<file path="src/rtl/iks_pkg.sv">
// shared types and constants for the introsort key sorter
// no dependencies; used by iks_sort_core and introsort_key_sorter
`default_nettype none

package iks_pkg;

   localparam int MAX_KEYS_DEF = 64;
   localparam int KEY_BITS_DEF = 32;
   localparam int IN_KEY_BITS  = 32;
   localparam int OUT_KEY_BITS = 32;
   localparam int CSR_DATA_BITS = 32;
   localparam int CSR_ADDR_BITS = 3;

   // word index of the compare-mode register
   localparam logic CSR_SIGNED_KEYS = 1'b0;

   typedef struct packed {
      logic                   valid;
      logic [IN_KEY_BITS-1:0] key;
      logic                   last;
   } load_req_type;

endpackage

`default_nettype wire

</file>
<file path="src/rtl/iks_sort_core.sv">
// key memory and sort sequencer: load, in-place insertion sort, read-out
// depends on iks_pkg
`default_nettype none

module iks_sort_core #(
   parameter int MAX_KEYS = iks_pkg::MAX_KEYS_DEF,
   parameter int KEY_BITS = iks_pkg::KEY_BITS_DEF
) (
   input  wire logic                              clock,
   input  wire logic                              reset,
   input  wire iks_pkg::load_req_type             load,
   input  wire logic                              mode_signed,
   output logic                                   busy,
   output logic                                   out_valid,
   output logic [iks_pkg::OUT_KEY_BITS-1:0]       out_key,
   output logic                                   out_last
);

   localparam int AW = (MAX_KEYS > 1) ? $clog2(MAX_KEYS) : 1;
   localparam int CW = $clog2(MAX_KEYS + 1);
   localparam logic [CW-1:0] FULL_COUNT = CW'(MAX_KEYS);
   localparam logic [KEY_BITS-1:0] SIGN_MASK = {1'b1, {(KEY_BITS-1){1'b0}}};

   typedef enum logic [2:0] {
      ST_IDLE, ST_FETCH, ST_HOLD, ST_CMP, ST_PLACE, ST_OUT, ST_DRAIN
   } state_type;

   state_type            state_ff;
   logic [CW-1:0]        count_ff;
   logic [CW-1:0]        i_ff;
   logic [AW-1:0]        j_ff;
   logic [KEY_BITS-1:0]  x_ff;
   logic                 signed_ff;
   logic                 pend_ff;
   logic                 last_pend_ff;
   logic [KEY_BITS-1:0]  rdata_ff;

   logic [KEY_BITS-1:0]  key_mem [MAX_KEYS];

   logic                 mem_we;
   logic [AW-1:0]        mem_waddr;
   logic [KEY_BITS-1:0]  mem_wdata;
   logic [AW-1:0]        mem_raddr;

   logic [KEY_BITS+iks_pkg::IN_KEY_BITS-1:0]  key_wide;
   logic [KEY_BITS+iks_pkg::OUT_KEY_BITS-1:0] out_wide;
   logic [KEY_BITS-1:0]  key_ext;
   logic [KEY_BITS-1:0]  flip;
   logic                 greater;
   logic                 has_room;
   logic                 out_done;

   // zero-extend or truncate the raw key to the stored width
   assign key_wide = {{KEY_BITS{1'b0}}, load.key};
   assign key_ext  = key_wide[KEY_BITS-1:0];
   assign out_wide = {{iks_pkg::OUT_KEY_BITS{1'b0}}, rdata_ff};

   // signed order is unsigned order with the sign bit inverted
   assign flip     = signed_ff ? SIGN_MASK : '0;
   assign greater  = (rdata_ff ^ flip) > (x_ff ^ flip);
   assign has_room = count_ff < FULL_COUNT;
   assign out_done = CW'(i_ff + 1'b1) == count_ff;

   always_comb begin
      mem_we    = 1'b0;
      mem_waddr = '0;
      mem_wdata = '0;
      mem_raddr = '0;
      case (state_ff)
         ST_IDLE: begin
            if (load.valid && has_room) begin
               mem_we    = 1'b1;
               mem_waddr = count_ff[AW-1:0];
               mem_wdata = key_ext;
            end
         end
         ST_FETCH: mem_raddr = i_ff[AW-1:0];
         ST_HOLD:  mem_raddr = AW'(j_ff - 1'b1);
         ST_CMP: begin
            mem_we    = 1'b1;
            mem_waddr = j_ff;
            mem_wdata = greater ? rdata_ff : x_ff;
            // look-ahead read of the next lower neighbor
            mem_raddr = AW'(j_ff - 2'd2);
         end
         ST_PLACE: begin
            mem_we    = 1'b1;
            mem_waddr = '0;
            mem_wdata = x_ff;
         end
         ST_OUT:   mem_raddr = i_ff[AW-1:0];
         default:  mem_raddr = '0;
      endcase
   end

   always_ff @(posedge clock) begin
      if (mem_we) begin
         key_mem[mem_waddr] <= mem_wdata;
      end
      rdata_ff <= key_mem[mem_raddr];
   end

   always_ff @(posedge clock) begin
      if (reset) begin
         state_ff     <= ST_IDLE;
         count_ff     <= '0;
         i_ff         <= '0;
         pend_ff      <= 1'b0;
         last_pend_ff <= 1'b0;
         signed_ff    <= 1'b0;
      end else begin
         case (state_ff)
            ST_IDLE: begin
               if (load.valid) begin
                  if (has_room) begin
                     count_ff <= CW'(count_ff + 1'b1);
                  end
                  if (load.last) begin
                     signed_ff <= mode_signed;
                     i_ff      <= CW'(1);
                     state_ff  <= ST_FETCH;
                  end
               end
            end
            ST_FETCH: begin
               if (i_ff == count_ff) begin
                  i_ff     <= '0;
                  state_ff <= ST_OUT;
               end else begin
                  j_ff     <= i_ff[AW-1:0];
                  state_ff <= ST_HOLD;
               end
            end
            ST_HOLD: begin
               x_ff     <= rdata_ff;
               state_ff <= ST_CMP;
            end
            ST_CMP: begin
               if (greater) begin
                  j_ff <= AW'(j_ff - 1'b1);
                  if (j_ff == AW'(1)) begin
                     state_ff <= ST_PLACE;
                  end
               end else begin
                  i_ff     <= CW'(i_ff + 1'b1);
                  state_ff <= ST_FETCH;
               end
            end
            ST_PLACE: begin
               i_ff     <= CW'(i_ff + 1'b1);
               state_ff <= ST_FETCH;
            end
            ST_OUT: begin
               pend_ff      <= 1'b1;
               last_pend_ff <= out_done;
               i_ff         <= CW'(i_ff + 1'b1);
               if (out_done) begin
                  state_ff <= ST_DRAIN;
               end
            end
            ST_DRAIN: begin
               pend_ff      <= 1'b0;
               last_pend_ff <= 1'b0;
               count_ff     <= '0;
               state_ff     <= ST_IDLE;
            end
            default: state_ff <= ST_IDLE;
         endcase
      end
   end

   assign busy      = state_ff != ST_IDLE;
   assign out_valid = pend_ff;
   assign out_key   = out_wide[iks_pkg::OUT_KEY_BITS-1:0];
   assign out_last  = last_pend_ff;

endmodule

`default_nettype wire

</file>
<file path="src/rtl/introsort_key_sorter.sv">
// top level of the key sorter: request and result ports, compare-mode register
// depends on iks_pkg and iks_sort_core
`default_nettype none

// Keys are taken one per cycle while busy is low (start high). The request
// with req_last_in set raises busy and starts an in-place insertion sort in
// the key memory, with at most one read and one write per cycle; each key
// moves down past the larger keys below it. Then the results follow on
// consecutive cycles, one per key and rsp_valid pulse, with rsp_last_out on
// the final one; the receiver cannot stall and must take each result in its
// cycle. busy drops in the cycle after the last result. Keys beyond MAX_KEYS
// in one set are dropped. The compare mode (signed_keys at byte address 0)
// is sampled on the last request of a set.
module introsort_key_sorter #(
   parameter int MAX_KEYS = iks_pkg::MAX_KEYS_DEF,
   parameter int KEY_BITS = iks_pkg::KEY_BITS_DEF
) (
   input  wire logic                                clock,
   input  wire logic                                reset,
   input  wire logic                                start,
   output logic                                     busy,
   input  wire logic [iks_pkg::IN_KEY_BITS-1:0]     req_key,
   input  wire logic                                req_last_in,
   output logic                                     rsp_valid,
   output logic [iks_pkg::OUT_KEY_BITS-1:0]         rsp_sorted_key,
   output logic                                     rsp_last_out,
   input  wire logic                                psel,
   input  wire logic                                penable,
   input  wire logic                                pwrite,
   input  wire logic [iks_pkg::CSR_ADDR_BITS-1:0]   paddr,
   input  wire logic [iks_pkg::CSR_DATA_BITS-1:0]   pwdata,
   output logic [iks_pkg::CSR_DATA_BITS-1:0]        prdata,
   output logic                                     pready
);

   logic                  signed_keys_ff;
   logic                  csr_write;
   logic                  csr_hit;
   iks_pkg::load_req_type load;

   assign pready    = 1'b1;
   assign csr_hit   = paddr[iks_pkg::CSR_ADDR_BITS-1] == iks_pkg::CSR_SIGNED_KEYS;
   assign csr_write = psel && penable && pwrite && pready && csr_hit;
   assign prdata    = csr_hit ? {{(iks_pkg::CSR_DATA_BITS-1){1'b0}}, signed_keys_ff} : '0;

   always_ff @(posedge clock) begin
      if (reset) begin
         signed_keys_ff <= 1'b0;
      end else if (csr_write) begin
         signed_keys_ff <= pwdata[0];
      end
   end

   always_comb begin
      load.valid = start && !busy;
      load.key   = req_key;
      load.last  = req_last_in;
   end

   iks_sort_core #(
      .MAX_KEYS (MAX_KEYS),
      .KEY_BITS (KEY_BITS)
   ) u_core (
      .clock       (clock),
      .reset       (reset),
      .load        (load),
      .mode_signed (signed_keys_ff),
      .busy        (busy),
      .out_valid   (rsp_valid),
      .out_key     (rsp_sorted_key),
      .out_last    (rsp_last_out)
   );

endmodule

`default_nettype wire
</file>
<file path="config.mk">
export PLATFORM = sky130hd
export DESIGN_NAME = introsort_key_sorter
export DESIGN_NICKNAME = d
export VERILOG_FILES = /design/src/rtl/iks_pkg.sv /design/src/rtl/iks_sort_core.sv /design/src/rtl/introsort_key_sorter.sv
export SDC_FILE = /design/constraint.sdc
export NUM_CORES = 2
export LEC_CHECK = 0
export BUFFER_PORTS_ARGS = -buffer_cell sky130_fd_sc_hd__buf_2
export CAP_MARGIN = 30
export CORE_MARGIN = 5
export CORE_UTILIZATION = 49
export DETAILED_ROUTE_END_ITERATION = 6
export PLACE_DENSITY = 0.72
export SLEW_MARGIN = 20
export SYNTH_ARGS = -nofsm -noshare
export SYNTH_HDL_FRONTEND = slang
export SYNTH_HIERARCHICAL = 1
export SYNTH_SLANG_ARGS = --single-unit
</file>
<file path="constraint.sdc">
create_clock -name clock -period 5.04 [get_ports clock]
set_input_delay 0.252 -clock clock [delete_from_list [all_inputs] [get_ports clock]]
set_output_delay 0.252 -clock clock [all_outputs]
set_load 0.005 [all_outputs]
</file>
==> reports/results.ini <==
[clock_network]
cts_setup_buffers=0
cts_tree=built
cts_made_buffers=203
worstSkewPairLatency_ns=0.84
cts_buffer_depth=3
cts_max_level=4
clkSlewWorstSetupHoldPaths_ns=0.06
root_buffer=clkbuf_16
cts.sink_count=2139

[grt]
gr-usage-all-layers_pct=24.2
grt_pass1_wl_um=314000
grt_max_degree=94
antenna_found_initial=6
grt_overflow=0
grt_pass1_vias=44300

[logic_synthesis]
syn_inst=4270
synth.top_cells.by_area=edfxtp_1 (74%), mux4_2 (13%), nand2_1 (2.1%)
synth_seq_area_share_pct=75.6
async_flop_share_pct=0
synth_edf_count=2086
synth_most_common_cell=edfxtp_1
avgSynthCellArea_um2=19.7
yosys_most_used_dff=edfxtp_1
yosysTopAreaCell=edfxtp_1
netlist.area_leader.share_pct=74.4
synth.cell_area_mm2=0.0842
synth_common_cells=edfxtp_1 (2086), mux4_2 (499), nand2_1 (468)
synth-seq-cells=2139
synth_warnings=6
ys_types=73

[critical_path]
critical_path_class=register to register
crit_path_end=u_core/out_key[22]
r2r-start=u_core/state_ff[1]
arrival_ns=5.27
crit_slowest_cell=o22ai_1
cp_max_fo=49
cp-startpoint=u_core/state_ff[1]
critPathLaunchType=register
rrSetupSlack_ns=0.40
path_cells=nor2b_1, o311ai_0, o21ai_4, buf_12, buf_12, mux4_2, a21oi_1, a32oi_1, o22ai_1, nor2_1
crit_top_cell=buf_12
reg2reg_depth=10
end_kind=register
critPathMaxStageDelay_ns=0.76
required_ns=5.67
r2r_end=u_core/out_key[22]

[routing]
wl_per_cell_um=31.0
drtIter0Drc=5677
dr.pass1.iters=5
post-route-drc-count=0
vias_per_cell=6.31
ant_nets=0
finalWirelength_um=218000
vias=44500

[sta]
final-hold-violation-count=0
fmax_mhz=216
fin_ws_ns=0.400
fin_crit_sh_pct=92.1
finalCriticalPeriod_ns=4.64
slew-limit-headroom_pct=28.0
setup_viol=0
finalClockSkew_ns=0.0301
fin_setup_tns_ns=0
report.final.slew_viol_count=0
rsz0062_at_grt=no
tightest_slew_ns=1.08
whs_ns=0.138

[pwr]
total_power_mw=51.0
leakage_nw=31.4
p_per_area_mw_per_mm2=531
vdd_drop_max_mv=0.368

[floorplanning]
core_area_mm2=0.171
io_pins=142
row_count=152
die_area_mm2=0.180
start_util_pct=49.2
die_y_um=425
fp.dieW_um=425

[placement]
port_buffers=76
place_congestion=0.880
dp_hpwl_um=125000
pre_cts_slack_ns=0.662

[finish]
drive_above_1_share_pct=26.5
syn_to_final_growth_pct=14.0
finalNetCount=4685
fill_cells=12300

[job]
maxCapViolations=0

[status]
status=finished, final reports clean

[hold_path]
hp-start=req_key[4]
hold_class=input pin to register

## worst max-delay path, delay by kind of cell (launching register included)
family / cells / cell delay [ns]
AOI/OAI and AO/OA: 5 / 1.83
DFF: 1 / 0.71
buffers and inverters: 2 / 0.54
and+or+nand+nor: 2 / 0.99
muxes: 1 / 0.37
## layout make-up
| type | count | area [um^2] | area share, % |
|---|---|---|---|
| diodes | 1 | 2.50 | 0.00261 |
| clock buffers | 252 | 5370 | 5.59 |
| clock inverters | 121 | 1320 | 1.37 |
| inverters | 39 | 146 | 0.152 |
| multi-input cells | 1844 | 19300 | 20.1 |
| flip-flops and latches | 2139 | 63700 | 66.3 |
| well taps | 2310 | 2890 | 3.01 |
| repair buffers | 347 | 3310 | 3.45 |
## stage by stage
step	util (%)	std cells	area, um^2
after floorplan	-	4300	84300
after global placement	52.1	6672	89300
after detailed placement	52.1	6672	89300
after CTS	56.0	7052	96000
after global routing	56.0	7052	96000
final	56.0	7053	96000
## cells in the final DEF, fill, tap and decap left out, types with 37 or more instances in the layout
| cell type | synthesis | layout |
|---|---|---|
| buf_2 | 63 | 76 |
| a32oi_1 | 40 | 40 |
| mux4_2 | 499 | 499 |
| dfxtp_1 | 53 | 53 |
| and3_1 | 48 | 48 |
| buf_12 | 0 | 70 |
| ha_1 | 37 | 37 |
| clkbuf_16 | 0 | 206 |
| buf_4 | 79 | 194 |
| a21oi_1 | 75 | 75 |
| clkinv_1 | 1 | 37 |
| edfxtp_1 | 2086 | 2086 |
| nor2_1 | 121 | 55 |
| nand2_1 | 468 | 468 |
| inv_1 | 38 | 38 |
| nand3_1 | 111 | 111 |
| nor2_4 | 0 | 64 |
| clkbuf_1 | 66 | 42 |
| a31oi_1 | 42 | 41 |
| clkinv_2 | 0 | 39 |
## cell families after synthesis
family / share of synthesized area, %
buffers and inverters: 2.35
AOI/OAI and AO/OA: 3.29
and+or+nand+nor: 4.34
muxes: 13.6
DFF: 75.6
adders and majority gates: 0.550
xor gates and xnor gates: 0.239
other: 0.00892
## state kept, by name, indices dropped and copies added, names as in the netlist
| signal | count |
|---|---|
| signed_keys_ff | 1 |
| u_core/count_ff | 7 |
| u_core/i_ff | 7 |
| u_core/j_ff | 6 |
| u_core/key_mem | 2048 |
| u_core/out_key | 32 |
| u_core/out_last | 1 |
| u_core/out_valid | 1 |
| u_core/signed_ff | 1 |
| u_core/state_ff | 3 |
| u_core/x_ff | 32 |
## power by group
group / switching [mW] / leakage [nW] / internal, mW
registers: 0.399 / 19.6 / 22.3
clock network: 6.51 / 3.25 / 8.79
logic: 8.46 / 8.55 / 4.55
total: 15.4 / 31.4 / 35.6
## worst min-delay path by stage
stage / to / slack [ns] / depth (start not counted)
final: u_core/key_mem[46][4] / 0.14 / 3
after global placement: u_core/signed_ff / 0.46 / 2
after CTS: u_core/key_mem[55][19] / 0.06 / 3
after global routing: u_core/key_mem[63][19] / 0.12 / 3
after floorplan: signed_keys_ff / 0.40 / 2
after detailed placement: u_core/signed_ff / 0.47 / 2
## what timing repair did
action / in CTS / in global routing
resized for setup: 0 / 0
hold buffers: 7 / 0
hold endpoints to repair: 12 / 0
## per-layer routing
layer / vias to the layer above / part of all wire, % / global-route usage (%)
met4: 6 / 4.8 / 10.7
li1: 18000 / - / -
met1: 23400 / 37 / 33.1
met3: 437 / 12 / 6.06
met5: - / 0.018 / 0
met2: 2705 / 47 / 37.4
(Power assumes the default switching activity.)
